$ cat src/hdl/fts_pkg.sv
// Package for the fan tachometer speed meter: widths, register indexes,
// reset values, the queue entry and the back-end sequencer state type.
// No dependencies.
`timescale 1ns / 1ps

package fts_pkg;

    // Parameter defaults
    localparam int TIME_WIDTH_DEF   = 32;
    localparam int PERIOD_SHIFT_DEF = 5;
    localparam int QUEUE_DEPTH      = 2;

    // Divider width: 60 * 1000000 fits in 26 bits, so do all periods and limits
    localparam int DIV_W = 26;

    localparam int PPR_W      = 5;
    localparam int RPM_W      = 16;
    localparam int WGT_W      = 11;
    localparam int WGT_BITS   = 10;
    localparam int CFG_IDX_W  = 2;
    localparam int CFG_DATA_W = 16;
    localparam int PROD_W     = RPM_W + WGT_W;

    localparam logic [DIV_W-1:0] US_PER_SEC = DIV_W'(1000000);
    localparam logic [WGT_W-1:0] WEIGHT_ONE = WGT_W'(1024);

    // Register reset values
    localparam logic [PPR_W-1:0] PPR_RST     = PPR_W'(2);
    localparam logic [RPM_W-1:0] MIN_RPM_RST = RPM_W'(100);
    localparam logic [RPM_W-1:0] MAX_RPM_RST = RPM_W'(3000);
    localparam logic [WGT_W-1:0] WEIGHT_RST  = WGT_W'(512);

    // Configuration register indexes
    typedef enum logic [CFG_IDX_W-1:0] {
        REG_PPR     = 2'd0,
        REG_MIN_RPM = 2'd1,
        REG_MAX_RPM = 2'd2,
        REG_WEIGHT  = 2'd3
    } t_reg_idx;

    // Input command codes
    localparam logic CMD_EDGE    = 1'b0;
    localparam logic CMD_MEASURE = 1'b1;

    typedef struct packed {
        logic [PPR_W-1:0] ppr;
        logic [RPM_W-1:0] min_rpm;
        logic [RPM_W-1:0] max_rpm;
        logic [WGT_W-1:0] weight;
    } t_cfg;

    // Queue entry: period and gap are saturated to DIV_W bits (still above any limit)
    typedef struct packed {
        logic             cmd;
        logic [DIV_W-1:0] period;
        logic [DIV_W-1:0] gap;
    } t_job;

    localparam int JOB_W = $bits(t_job);

    typedef enum logic [5:0] {
        S_IDLE = 6'b000001,
        S_DIV1 = 6'b000010,
        S_DIV2 = 6'b000100,
        S_CHK  = 6'b001000,
        S_MUL  = 6'b010000,
        S_MIX  = 6'b100000
    } t_state;

endpackage

$ cat src/hdl/fan_tach_speed_meter.sv
// Fan tachometer speed meter, top level: configuration registers, front end,
// job queue and back end. Uses fts_pkg, fts_front, fts_fifo, fts_back.
//
// Usage: transactions go in as push/full with i_cmd (0 hall edge, 1 measure)
// and i_timestamp. Each transaction yields one result (filtered rpm and
// stall flag), read out as empty/pop, oldest first.
// An edge transaction only updates the stored edge time and period; its
// result carries the current filtered speed. A measure transaction runs
// the stall limit and the speed division in two 26-bit dividers side by
// side, each used twice (1000000/x, then *60/ppr), one quotient bit per
// cycle; the stall check and the filter's multiply and mix steps follow,
// and the two back-to-back divider passes take most of a measure's time.
// A two-entry queue sits between front and back, so the input keeps taking
// transactions while a result waits or a division runs; full rises only
// when the queue holds two and the back end is busy or its result is unread.
// Configuration is a plain write port (enable, index, 16-bit data); the user
// writes it only while the block is idle (not enforced). Reset (synchronous,
// active low) restores register defaults, clears queue, edge state, filter.
`timescale 1ns / 1ps

module fan_tach_speed_meter import fts_pkg::*; #(
    parameter int TIME_WIDTH   = TIME_WIDTH_DEF,
    parameter int PERIOD_SHIFT = PERIOD_SHIFT_DEF
) (
    input  logic                  i_clk,
    input  logic                  i_rst_n,
    input  logic                  push,
    output logic                  full,
    input  logic                  i_cmd,
    input  logic [TIME_WIDTH-1:0] i_timestamp,
    output logic                  empty,
    input  logic                  pop,
    output logic [RPM_W-1:0]      o_speed_rpm,
    output logic                  o_stalled,
    input  logic                  i_cfg_we,
    input  logic [CFG_IDX_W-1:0]  i_cfg_index,
    input  logic [CFG_DATA_W-1:0] i_cfg_data
);
    t_cfg             r_cfg;
    t_job             front_job, back_job;
    logic [JOB_W-1:0] q_data;
    logic             accept, q_empty, q_pop, res_valid;

    // Configuration registers
    always_ff @(posedge i_clk) begin
        if (!i_rst_n) begin
            r_cfg.ppr     <= PPR_RST;
            r_cfg.min_rpm <= MIN_RPM_RST;
            r_cfg.max_rpm <= MAX_RPM_RST;
            r_cfg.weight  <= WEIGHT_RST;
        end else if (i_cfg_we) begin
            unique case (t_reg_idx'(i_cfg_index))
                REG_PPR:     r_cfg.ppr     <= i_cfg_data[PPR_W-1:0];
                REG_MIN_RPM: r_cfg.min_rpm <= i_cfg_data[RPM_W-1:0];
                REG_MAX_RPM: r_cfg.max_rpm <= i_cfg_data[RPM_W-1:0];
                REG_WEIGHT:  r_cfg.weight  <= i_cfg_data[WGT_W-1:0];
                default:     r_cfg         <= r_cfg;
            endcase
        end
    end

    assign accept = push && !full;

    fts_front #(
        .TIME_WIDTH   (TIME_WIDTH),
        .PERIOD_SHIFT (PERIOD_SHIFT)
    ) u_front (
        .i_clk       (i_clk),
        .i_rst_n     (i_rst_n),
        .i_accept    (accept),
        .i_cmd       (i_cmd),
        .i_timestamp (i_timestamp),
        .o_job       (front_job)
    );

    fts_fifo #(
        .WIDTH (JOB_W),
        .DEPTH (QUEUE_DEPTH)
    ) u_queue (
        .i_clk   (i_clk),
        .i_rst_n (i_rst_n),
        .i_push  (push),
        .i_data  (front_job),
        .o_full  (full),
        .i_pop   (q_pop),
        .o_data  (q_data),
        .o_empty (q_empty)
    );

    assign back_job = t_job'(q_data);

    fts_back u_back (
        .i_clk       (i_clk),
        .i_rst_n     (i_rst_n),
        .i_cfg       (r_cfg),
        .i_job       (back_job),
        .i_job_valid (!q_empty),
        .o_job_pop   (q_pop),
        .o_res_valid (res_valid),
        .i_res_pop   (pop),
        .o_speed_rpm (o_speed_rpm),
        .o_stalled   (o_stalled)
    );

    assign empty = !res_valid;

endmodule

$ cat src/hdl/fts_ram.sv
// Small register queue used between the front and back ends.
// Depends on nothing but its parameters.
`timescale 1ns / 1ps

module fts_fifo #(
    parameter int WIDTH = 8,
    parameter int DEPTH = 2
) (
    input  logic             i_clk,
    input  logic             i_rst_n,
    input  logic             i_push,
    input  logic [WIDTH-1:0] i_data,
    output logic             o_full,
    input  logic             i_pop,
    output logic [WIDTH-1:0] o_data,
    output logic             o_empty
);
    localparam int AW = (DEPTH > 1) ? $clog2(DEPTH) : 1;
    localparam int CW = $clog2(DEPTH + 1);

    logic [WIDTH-1:0] r_mem [DEPTH];
    logic [AW-1:0]    r_wr_ptr, r_rd_ptr;
    logic [CW-1:0]    r_count;
    logic             wr_en, rd_en;

    assign o_full  = (r_count == CW'(DEPTH));
    assign o_empty = (r_count == '0);
    assign wr_en   = i_push && !o_full;
    assign rd_en   = i_pop && !o_empty;
    assign o_data  = r_mem[r_rd_ptr];

    // Pointers and fill count
    always_ff @(posedge i_clk) begin
        if (!i_rst_n) begin
            r_wr_ptr <= '0;
            r_rd_ptr <= '0;
            r_count  <= '0;
        end else begin
            if (wr_en) begin
                r_wr_ptr <= (r_wr_ptr == AW'(DEPTH - 1)) ? '0 : r_wr_ptr + AW'(1);
            end
            if (rd_en) begin
                r_rd_ptr <= (r_rd_ptr == AW'(DEPTH - 1)) ? '0 : r_rd_ptr + AW'(1);
            end
            if (wr_en && !rd_en) begin
                r_count <= r_count + CW'(1);
            end else if (rd_en && !wr_en) begin
                r_count <= r_count - CW'(1);
            end
        end
    end

    // Storage
    always_ff @(posedge i_clk) begin
        if (wr_en) begin
            r_mem[r_wr_ptr] <= i_data;
        end
    end

endmodule

$ cat src/hdl/fts_div.sv
// Restoring divider, one quotient bit per cycle.
// Uses fts_pkg for the default width.
`timescale 1ns / 1ps

module fts_div import fts_pkg::*; #(
    parameter int W = DIV_W
) (
    input  logic         i_clk,
    input  logic         i_rst_n,
    input  logic         i_start,
    input  logic [W-1:0] i_dividend,
    input  logic [W-1:0] i_divisor,
    output logic         o_busy,
    output logic [W-1:0] o_quotient
);
    localparam int CW = $clog2(W + 1);

    logic          r_busy;
    logic [CW-1:0] r_cnt;
    logic [W-1:0]  r_rem, r_quo, r_dsr;
    logic [W:0]    trial, diff;
    logic          ge;

    // One restoring step
    assign trial = {r_rem, r_quo[W-1]};
    assign diff  = trial - {1'b0, r_dsr};
    assign ge    = (trial >= {1'b0, r_dsr});

    assign o_busy     = r_busy;
    assign o_quotient = r_quo;

    // Step counter
    always_ff @(posedge i_clk) begin
        if (!i_rst_n) begin
            r_busy <= 1'b0;
            r_cnt  <= '0;
        end else if (i_start) begin
            r_busy <= 1'b1;
            r_cnt  <= CW'(W);
        end else if (r_busy) begin
            r_cnt <= r_cnt - CW'(1);
            if (r_cnt == CW'(1)) begin
                r_busy <= 1'b0;
            end
        end
    end

    // Remainder and quotient shift
    always_ff @(posedge i_clk) begin
        if (i_start) begin
            r_rem <= '0;
            r_quo <= i_dividend;
            r_dsr <= i_divisor;
        end else if (r_busy) begin
            r_rem <= ge ? diff[W-1:0] : trial[W-1:0];
            r_quo <= {r_quo[W-2:0], ge};
        end
    end

endmodule

$ cat src/hdl/fts_front.sv
// Front end: accepts transactions, keeps the last edge time and edge period,
// and builds the queue entry for the back end. Uses fts_pkg.
`timescale 1ns / 1ps

module fts_front import fts_pkg::*; #(
    parameter int TIME_WIDTH   = TIME_WIDTH_DEF,
    parameter int PERIOD_SHIFT = PERIOD_SHIFT_DEF
) (
    input  logic                  i_clk,
    input  logic                  i_rst_n,
    input  logic                  i_accept,
    input  logic                  i_cmd,
    input  logic [TIME_WIDTH-1:0] i_timestamp,
    output t_job                  o_job
);
    localparam int PW = TIME_WIDTH - PERIOD_SHIFT;

    logic [TIME_WIDTH-1:0] r_last_edge;
    logic [DIV_W-1:0]      r_period;
    logic [TIME_WIDTH-1:0] diff;
    logic [PW-1:0]         gap_full;
    logic [DIV_W-1:0]      gap_sat;

    // Time since last edge, wrapped, scaled down
    assign diff     = i_timestamp - r_last_edge;
    assign gap_full = diff[TIME_WIDTH-1:PERIOD_SHIFT];

    // Saturate to divider width; anything that large is a stall anyway
    generate
        if (PW > DIV_W) begin : g_sat
            assign gap_sat = (|gap_full[PW-1:DIV_W]) ? '1 : gap_full[DIV_W-1:0];
        end else begin : g_ext
            assign gap_sat = DIV_W'(gap_full);
        end
    endgenerate

    always_comb begin
        o_job.cmd    = i_cmd;
        o_job.period = r_period;
        o_job.gap    = gap_sat;
    end

    // Edge transactions update the period and the edge time
    always_ff @(posedge i_clk) begin
        if (!i_rst_n) begin
            r_last_edge <= '0;
            r_period    <= DIV_W'(1);
        end else if (i_accept && (i_cmd == CMD_EDGE)) begin
            r_last_edge <= i_timestamp;
            r_period    <= gap_sat;
        end
    end

endmodule

$ cat src/hdl/fts_back.sv
// Back end: stall limit and speed by two dividers, clamp, low-pass filter,
// and the output register. Uses fts_pkg and fts_div.
`timescale 1ns / 1ps

module fts_back import fts_pkg::*; (
    input  logic             i_clk,
    input  logic             i_rst_n,
    input  t_cfg             i_cfg,
    input  t_job             i_job,
    input  logic             i_job_valid,
    output logic             o_job_pop,
    output logic             o_res_valid,
    input  logic             i_res_pop,
    output logic [RPM_W-1:0] o_speed_rpm,
    output logic             o_stalled
);
    t_state              r_state, n_state;
    logic [DIV_W-1:0]    r_period, r_gap;
    logic [RPM_W-1:0]    r_raw, r_filt;
    logic                r_stall;
    logic [PROD_W-1:0]   r_prod_old, r_prod_new;
    logic                r_out_valid, r_out_stall;
    logic [RPM_W-1:0]    r_out_speed;

    logic [PPR_W-1:0]    ppr_eff;
    logic [RPM_W-1:0]    min_eff;
    logic [WGT_W-1:0]    w_eff, w_inv;
    logic                take, div_start, div_idle;
    logic [DIV_W-1:0]    dividend_a, dividend_b, divisor_a, divisor_b;
    logic [DIV_W-1:0]    quo_a, quo_b;
    logic                busy_a, busy_b;
    logic                stall_now;
    logic [RPM_W-1:0]    raw_now;
    logic [PROD_W:0]     mix;

    function automatic logic [DIV_W-1:0] times60(input logic [DIV_W-1:0] q);
        logic [DIV_W+5:0] t;
        t = {q, 6'b0} - {4'b0, q, 2'b0};
        return t[DIV_W-1:0];
    endfunction

    // Effective configuration
    assign ppr_eff = (i_cfg.ppr == '0) ? PPR_W'(1) : i_cfg.ppr;
    assign min_eff = (i_cfg.min_rpm == '0) ? RPM_W'(1) : i_cfg.min_rpm;
    assign w_eff   = (i_cfg.weight > WEIGHT_ONE) ? WEIGHT_ONE : i_cfg.weight;
    assign w_inv   = WEIGHT_ONE - w_eff;

    assign take      = (r_state == S_IDLE) && i_job_valid && !r_out_valid;
    assign o_job_pop = take;
    assign div_idle  = !busy_a && !busy_b;

    // Divider a: stall limit, divider b: speed
    assign div_start  = (take && (i_job.cmd == CMD_MEASURE)) ||
                        ((r_state == S_DIV1) && div_idle);
    assign dividend_a = (r_state == S_IDLE) ? US_PER_SEC : times60(quo_a);
    assign dividend_b = (r_state == S_IDLE) ? US_PER_SEC : times60(quo_b);
    assign divisor_a  = (r_state == S_IDLE) ? DIV_W'(min_eff) : DIV_W'(ppr_eff);
    assign divisor_b  = (r_state == S_IDLE) ? i_job.period : DIV_W'(ppr_eff);

    fts_div #(.W(DIV_W)) u_div_lim (
        .i_clk      (i_clk),
        .i_rst_n    (i_rst_n),
        .i_start    (div_start),
        .i_dividend (dividend_a),
        .i_divisor  (divisor_a),
        .o_busy     (busy_a),
        .o_quotient (quo_a)
    );

    fts_div #(.W(DIV_W)) u_div_spd (
        .i_clk      (i_clk),
        .i_rst_n    (i_rst_n),
        .i_start    (div_start),
        .i_dividend (dividend_b),
        .i_divisor  (divisor_b),
        .o_busy     (busy_b),
        .o_quotient (quo_b)
    );

    // Stall check and clamp, limit in quo_a and speed in quo_b
    always_comb begin
        stall_now = (r_period >= quo_a) || (r_gap >= quo_a);
        if (stall_now) begin
            raw_now = '0;
        end else if (r_period == '0) begin
            raw_now = i_cfg.max_rpm;
        end else if (quo_b > DIV_W'(i_cfg.max_rpm)) begin
            raw_now = i_cfg.max_rpm;
        end else begin
            raw_now = quo_b[RPM_W-1:0];
        end
    end

    assign mix = {1'b0, r_prod_old} + {1'b0, r_prod_new};

    // Sequencer
    always_comb begin
        n_state = r_state;
        unique case (r_state)
            S_IDLE: if (take && (i_job.cmd == CMD_MEASURE)) n_state = S_DIV1;
            S_DIV1: if (div_idle) n_state = S_DIV2;
            S_DIV2: if (div_idle) n_state = S_CHK;
            S_CHK:  n_state = S_MUL;
            S_MUL:  n_state = S_MIX;
            S_MIX:  n_state = S_IDLE;
            default: n_state = S_IDLE;
        endcase
    end

    always_ff @(posedge i_clk) begin
        if (!i_rst_n) begin
            r_state     <= S_IDLE;
            r_filt      <= '0;
            r_stall     <= 1'b0;
            r_out_valid <= 1'b0;
        end else begin
            r_state <= n_state;
            if (r_state == S_CHK) begin
                r_stall <= stall_now;
            end
            if (r_state == S_MIX) begin
                r_filt <= mix[WGT_BITS+RPM_W-1:WGT_BITS];
            end
            if ((take && (i_job.cmd == CMD_EDGE)) || (r_state == S_MIX)) begin
                r_out_valid <= 1'b1;
            end else if (i_res_pop && r_out_valid) begin
                r_out_valid <= 1'b0;
            end
        end
    end

    // Datapath registers
    always_ff @(posedge i_clk) begin
        if (take) begin
            r_period <= i_job.period;
            r_gap    <= i_job.gap;
        end
        if (r_state == S_CHK) begin
            r_raw <= raw_now;
        end
        if (r_state == S_MUL) begin
            r_prod_old <= r_filt * w_eff;
            r_prod_new <= r_raw * w_inv;
        end
        if (take && (i_job.cmd == CMD_EDGE)) begin
            r_out_speed <= r_filt;
            r_out_stall <= r_stall;
        end else if (r_state == S_MIX) begin
            r_out_speed <= mix[WGT_BITS+RPM_W-1:WGT_BITS];
            r_out_stall <= r_stall;
        end
    end

    assign o_res_valid = r_out_valid;
    assign o_speed_rpm = r_out_speed;
    assign o_stalled   = r_out_stall;

endmodule

$ cat config.mk
export PLATFORM = sky130hd
export DESIGN_NAME = fan_tach_speed_meter
export DESIGN_NICKNAME = d
export VERILOG_FILES = /design/src/hdl/fts_pkg.sv /design/src/hdl/fan_tach_speed_meter.sv /design/src/hdl/fts_ram.sv /design/src/hdl/fts_div.sv /design/src/hdl/fts_front.sv /design/src/hdl/fts_back.sv
export SDC_FILE = /design/constraint.sdc
export NUM_CORES = 2
export LEC_CHECK = 0
export BUFFER_PORTS_ARGS = -buffer_cell sky130_fd_sc_hd__buf_4
export CORE_UTILIZATION = 60
export DETAILED_ROUTE_END_ITERATION = 10
export PLACE_DENSITY = 0.77
export SKIP_LAST_GASP = 1
export SYNTH_ARGS = -nofsm -noshare
export SYNTH_HDL_FRONTEND = slang
export SYNTH_SLANG_ARGS = --single-unit
$ cat constraint.sdc
create_clock -name i_clk -period 12.1 [get_ports i_clk]
set_input_delay 0.605 -clock i_clk [delete_from_list [all_inputs] [get_ports i_clk]]
set_output_delay 0.605 -clock i_clk [all_outputs]
set_load 0.02 [all_outputs]
==> impl_table.tex <==
\begin{tabular}{lr}
\hline
Metric & Value \\
\hline
\multicolumn{2}{l}{\textbf{Outcome}} \\
\quad Run status & complete, no violations \\
\multicolumn{2}{l}{\textbf{Synthesis}} \\
\quad Synth Cell Area & between 30000 and 40000 um\^{}2 \\
\quad Dominant cell type by area after synthesis & sky130\_fd\_sc\_hd\_\_edfxtp\_1 \\
\quad Number of synthesized flops with an enable pin & $\sim$340 \\
\quad Fraction of synthesis flops using an asynchronous set or reset pin & 0\% \\
\quad Register area share after synthesis & a little over a third \\
\quad Number of library cell types mapped by synthesis & 86 \\
\quad Flops \& latches, synth & 536 \\
\quad Share of Yosys cell area claimed by the top area cell type & between 20\% and 30\% \\
\quad Leading cell type by number of instances after synthesis & sky130\_fd\_sc\_hd\_\_nand2\_1 \\
\quad Primary FF master, synth & sky130\_fd\_sc\_hd\_\_edfxtp\_1 \\
\quad Mean Syn Cell Area & 9.69 um\^{}2 \\
\quad Post-synthesis cell count & 4009 \\
\quad Leading post-synthesis cells by cell area & sky130\_fd\_sc\_hd\_\_edfxtp\_1 (26\%), sky130\_fd\_sc\_hd\_\_fa\_1 (13\%), sky130\_fd\_sc\_hd\_\_ha\_1 (11\%), sky130\_fd\_sc\_hd\_\_dfxtp\_1 (10\%), sky130\_fd\_sc\_hd\_\_nand2\_1 (5.4\%) \\
\quad Net Count, Synth & 4649 \\
\quad Top cells by instance count after synthesis & sky130\_fd\_sc\_hd\_\_nand2\_1 (558), sky130\_fd\_sc\_hd\_\_inv\_1 (425), sky130\_fd\_sc\_hd\_\_edfxtp\_1 (337), sky130\_fd\_sc\_hd\_\_ha\_1 (334), sky130\_fd\_sc\_hd\_\_fa\_1 (250) \\
\quad Yosys warning total & 0 \\
\multicolumn{2}{l}{\textbf{Timing}} \\
\quad Actual transition at the worst max-transition pin & roughly 1.4 ns \\
\quad Hold violation total from the final report & 0 \\
\quad Max frequency & approximately 120 MHz \\
\quad Setup repair after global routing missed its margin & no \\
\quad Final setup violation count & 0 \\
\quad Slew Viols, Final & 0 \\
\quad Final worst-path cycle share & 70.4\% \\
\quad Worst Hold Slack & 0.208 ns \\
\quad Setup skew after layout & $\sim$0.042 ns \\
\quad Final period demand of the worst path & roughly 8.5 ns \\
\quad Slew HR & under 10\% \\
\quad Accumulated negative setup slack & 0 ns \\
\multicolumn{2}{l}{\textbf{Floorplanning}} \\
\quad Die outline area & approximately 66000 um\^{}2 \\
\quad Effective utilization at floorplan & between 60\% and 70\% \\
\quad FP Rows & around 90 \\
\quad Die boundary height & around 260 um \\
\quad Number of placed I/O pins & 75 \\
\quad Die boundary width & 256 um \\
\quad Core Region & 63500 um\^{}2 \\
\multicolumn{2}{l}{\textbf{Clock tree}} \\
\quad Clock edge transition at the registers on the reported setup and hold paths & roughly 0.06 ns \\
\quad Clk buf depth & 3 \\
\quad Post-CTS Setup Inserts & 0 \\
\quad H-tree depth & 2 \\
\quad Number of buffers created by CTS & between 50 and 60 \\
\quad Clock root buffer & sky130\_fd\_sc\_hd\_\_clkbuf\_16 \\
\quad Clock tree from TritonCTS & done \\
\quad Number of buffers inserted for hold repair after clock tree synthesis & 0 \\
\quad Sink Count & approximately 540 \\
\quad Total of cells resized after clock tree synthesis & 0 \\
\quad Later-pin clock latency in the skew report & approximately 0.65 ns \\
\multicolumn{2}{l}{\textbf{Place}} \\
\quad Final RePlAce weighted congestion & between 0.9 and 1 \\
\quad Standard cell area after detailed placement & between 40000 and 50000 um\^{}2 \\
\quad Hpwl dp & between 60000 and 70000 um \\
\quad Number of placed instances, taps included & 4796 \\
\quad IO buf count & 74 \\
\multicolumn{2}{l}{\textbf{Finish}} \\
\quad Post-layout instance area & about 42000 um\^{}2 \\
\quad Flip-flop count of the largest register after layout & 106 \\
\quad Registers with the most flip-flops & u\_queue.r\_mem x106, r\_cfg x48, u\_front.r\_last\_edge x32 \\
\quad Nets & 4651 \\
\quad Largest reg by FF count & u\_queue.r\_mem \\
\quad Antenna fix cells & 0 \\
\quad Share of post-route cells with drive strength above 1 & under 10\% \\
\quad P\&R area growth vs syn & 8.38\% \\
\quad Number of standard cells in the final layout excluding fillers & 4908 \\
\multicolumn{2}{l}{\textbf{Flow run}} \\
\quad MaxCap Viol Count & 0 \\
\multicolumn{2}{l}{\textbf{Routing}} \\
\quad Sum of routed wire length over all layers & about 90000 um \\
\quad Average vias per placed instance & around 5.8 \\
\quad DRC & 0 \\
\quad Detailed-router iteration count before antenna repair & 6 \\
\quad Residual antenna-violating net count after detailed routing & 0 \\
\quad Average detailed-routed wire length per instance & about 18 um \\
\quad Via Count & 28700 \\
\quad Starting DRC count in detailed routing & 2262 \\
\multicolumn{2}{l}{\textbf{GRT}} \\
\quad Initial antenna violation count & 3 \\
\quad Wire length of the first global-routing pass & between 100000 and 150000 um \\
\quad Total congestion overflow after global routing & 0 \\
\quad Via count of the first global-routing pass & $\sim$29000 \\
\quad Pin count of the biggest net entering global routing & 61 \\
\quad Total routing resource utilization after global routing & 27.8\% \\
\multicolumn{2}{l}{\textbf{Power}} \\
\quad PwrDens & about 240 nW/um\^{}2 \\
\quad Peak supply drop & approximately 170 uV \\
\quad Leakage & approximately 0.018 uW \\
\quad Total design power & 10000 uW \\
\multicolumn{2}{l}{\textbf{Critical path}} \\
\quad Worst R2R Path Depth & 24 \\
\quad Register-to-register setup slack & roughly 3.6 ns \\
\quad Type of the worst setup path & reg2reg \\
\quad Startpoint of the lowest-slack register-to-register path & r\_cfg[10]\$\_SDFFE\_PN0P\_ \\
\quad Largest fanout on the critical path & 30 \\
\quad Destination of the worst register-to-register timing path & u\_back.r\_prod\_new[25]\$\_DFFE\_PP\_ \\
\quad CP Data Required Time & between 10 and 15 ns \\
\quad Setup crit start kind & flop \\
\quad Critical Path End Type & flop \\
\quad Crit path to & u\_back.r\_prod\_new[25]\$\_DFFE\_PP\_ \\
\quad CP Data Arrival Time & 8.88 ns \\
\quad Start point of the critical path & r\_cfg[10]\$\_SDFFE\_PN0P\_ \\
\multicolumn{2}{l}{\textbf{Worst hold path}} \\
\quad Type of the most critical hold path & in2reg \\
\hline
\end{tabular}
==> area by class of cell <==
cell class / instances / area, um^2
Multi-Input combinational cell: 2876 / 22500
Fill cell: 4974 / 21400
Inverter: 426 / 1600
Sequential cell: 536 / 14100
Clock inverter: 39 / 403
Tap cell: 846 / 1060
Timing Repair Buffer: 112 / 841
Clock buffer: 73 / 1570
==> metal layers <==
layer / global-route usage, % / wire length, um / part of all wire (%) / vias up
met5: 0 / 13 / 0.014 / -
met4: 9.62 / 3140 / 3.5 / 2
met3: 3.16 / 4990 / 5.6 / 200
met2: 47.5 / 43500 / 49 / 876
met1: 36.6 / 38000 / 42 / 13900
li1: - / - / - / 13700
==> metrics by stage <==
step	util (%)	setup WS (ns)
after floorplan	-	5.47
after global placement	63.2	4.09
after detailed placement	63.2	3.82
after CTS	66.3	3.65
after global routing	66.3	3.17
final	66.3	3.59
==> placed cells by master, fill, tap and decap left out, types with 33 or more instances in the layout <==
cell,Yosys,layout
sky130_fd_sc_hd__o21ai_0,188,188
sky130_fd_sc_hd__clkbuf_16,0,59
sky130_fd_sc_hd__a21o_1,73,73
sky130_fd_sc_hd__inv_1,425,423
sky130_fd_sc_hd__mux2i_1,43,43
sky130_fd_sc_hd__edfxtp_1,337,337
sky130_fd_sc_hd__fa_1,250,250
sky130_fd_sc_hd__ha_1,334,334
sky130_fd_sc_hd__nor3_1,52,52
sky130_fd_sc_hd__nand2_1,558,558
sky130_fd_sc_hd__nor2b_1,41,40
sky130_fd_sc_hd__xor2_1,78,78
sky130_fd_sc_hd__buf_4,0,112
sky130_fd_sc_hd__a21oi_1,247,247
sky130_fd_sc_hd__a211oi_1,37,37
sky130_fd_sc_hd__o21a_1,36,36
sky130_fd_sc_hd__and2_1,157,157
sky130_fd_sc_hd__xnor2_1,107,106
sky130_fd_sc_hd__nor2_1,197,192
sky130_fd_sc_hd__dfxtp_1,199,196
sky130_fd_sc_hd__nand3_1,67,67
sky130_fd_sc_hd__a31oi_1,45,45
sky130_fd_sc_hd__mux2_2,57,57
sky130_fd_sc_hd__nand4_1,33,33
==> critical path, stage by stage, from the launching register on <==
cell                       delay, ns
sky130_fd_sc_hd__dfxtp_1        1.06
sky130_fd_sc_hd__nor2b_1        0.10
sky130_fd_sc_hd__buf_4          0.25
sky130_fd_sc_hd__nor3_1         0.24
sky130_fd_sc_hd__nand3_1        0.20
sky130_fd_sc_hd__nor3_1         0.26
sky130_fd_sc_hd__xor2_1         0.11
sky130_fd_sc_hd__nor2_1         0.87
sky130_fd_sc_hd__and2_1         0.26
sky130_fd_sc_hd__fa_1           0.41
sky130_fd_sc_hd__inv_1          0.09
sky130_fd_sc_hd__fa_1           0.39
sky130_fd_sc_hd__inv_1          0.08
sky130_fd_sc_hd__fa_1           0.45
sky130_fd_sc_hd__fa_1           0.51
sky130_fd_sc_hd__fa_1           0.41
sky130_fd_sc_hd__ha_1           0.23
sky130_fd_sc_hd__or3_1          0.38
sky130_fd_sc_hd__o32ai_1        0.58
sky130_fd_sc_hd__o211ai_1       0.25
sky130_fd_sc_hd__a31oi_1        0.35
sky130_fd_sc_hd__o21ai_0        0.16
sky130_fd_sc_hd__a21o_1         0.22
sky130_fd_sc_hd__o31ai_1        0.29
sky130_fd_sc_hd__xnor2_1        0.11
==> cell families (layout without fill, tap and decap cells) <==
| family | count (synthesis) | after routing | share of synthesized area (%) |
|---|---|---|---|
| flip-flops | 536 | 536 | 36.3 |
| XOR/XNOR | 185 | 185 | 4.17 |
| AND/OR/NAND/NOR | 1235 | 1235 | 14.9 |
| AO/OA/AOI/OAI | 772 | 772 | 12.3 |
| adder cells (fa/ha/maj) | 584 | 584 | 23.6 |
| multiplexers | 100 | 100 | 2.76 |
| buffers and inverters | 597 | 650 | 5.85 |
==> worst min path at each step <==
stage	startpoint	endpoint	slack, ns	depth (start not counted)
5_1_grt	i_cmd	u_queue.r_mem[1][52]$_DFFE_PP_	0.20	1
3_3_place_gp	u_front.r_period[8]$_SDFFE_PN0P_	u_queue.r_mem[0][34]$_DFFE_PP_	0.42	0
6_report	i_timestamp[2]	u_front.r_last_edge[2]$_SDFFE_PN0P_	0.21	3
2_1_floorplan	u_back.r_stall$_SDFFE_PN0P_	u_back.o_stalled$_DFFE_PP_	0.40	0
4_1_cts	i_timestamp[13]	u_front.r_last_edge[13]$_SDFFE_PN0P_	0.18	3
3_5_place_dp	u_front.r_period[16]$_SDFFE_PN0P_	u_queue.r_mem[1][42]$_DFFE_PP_	0.43	0
==> report_power, final <==
group	switching [uW]	internal (uW)	leakage, uW
clock	795	1040	0.000945
combinational	3050	2120	0.0125
sequential	330	2680	0.00472
total	4180	5840	0.0182
Note: power is estimated with default switching activity, not from simulation.
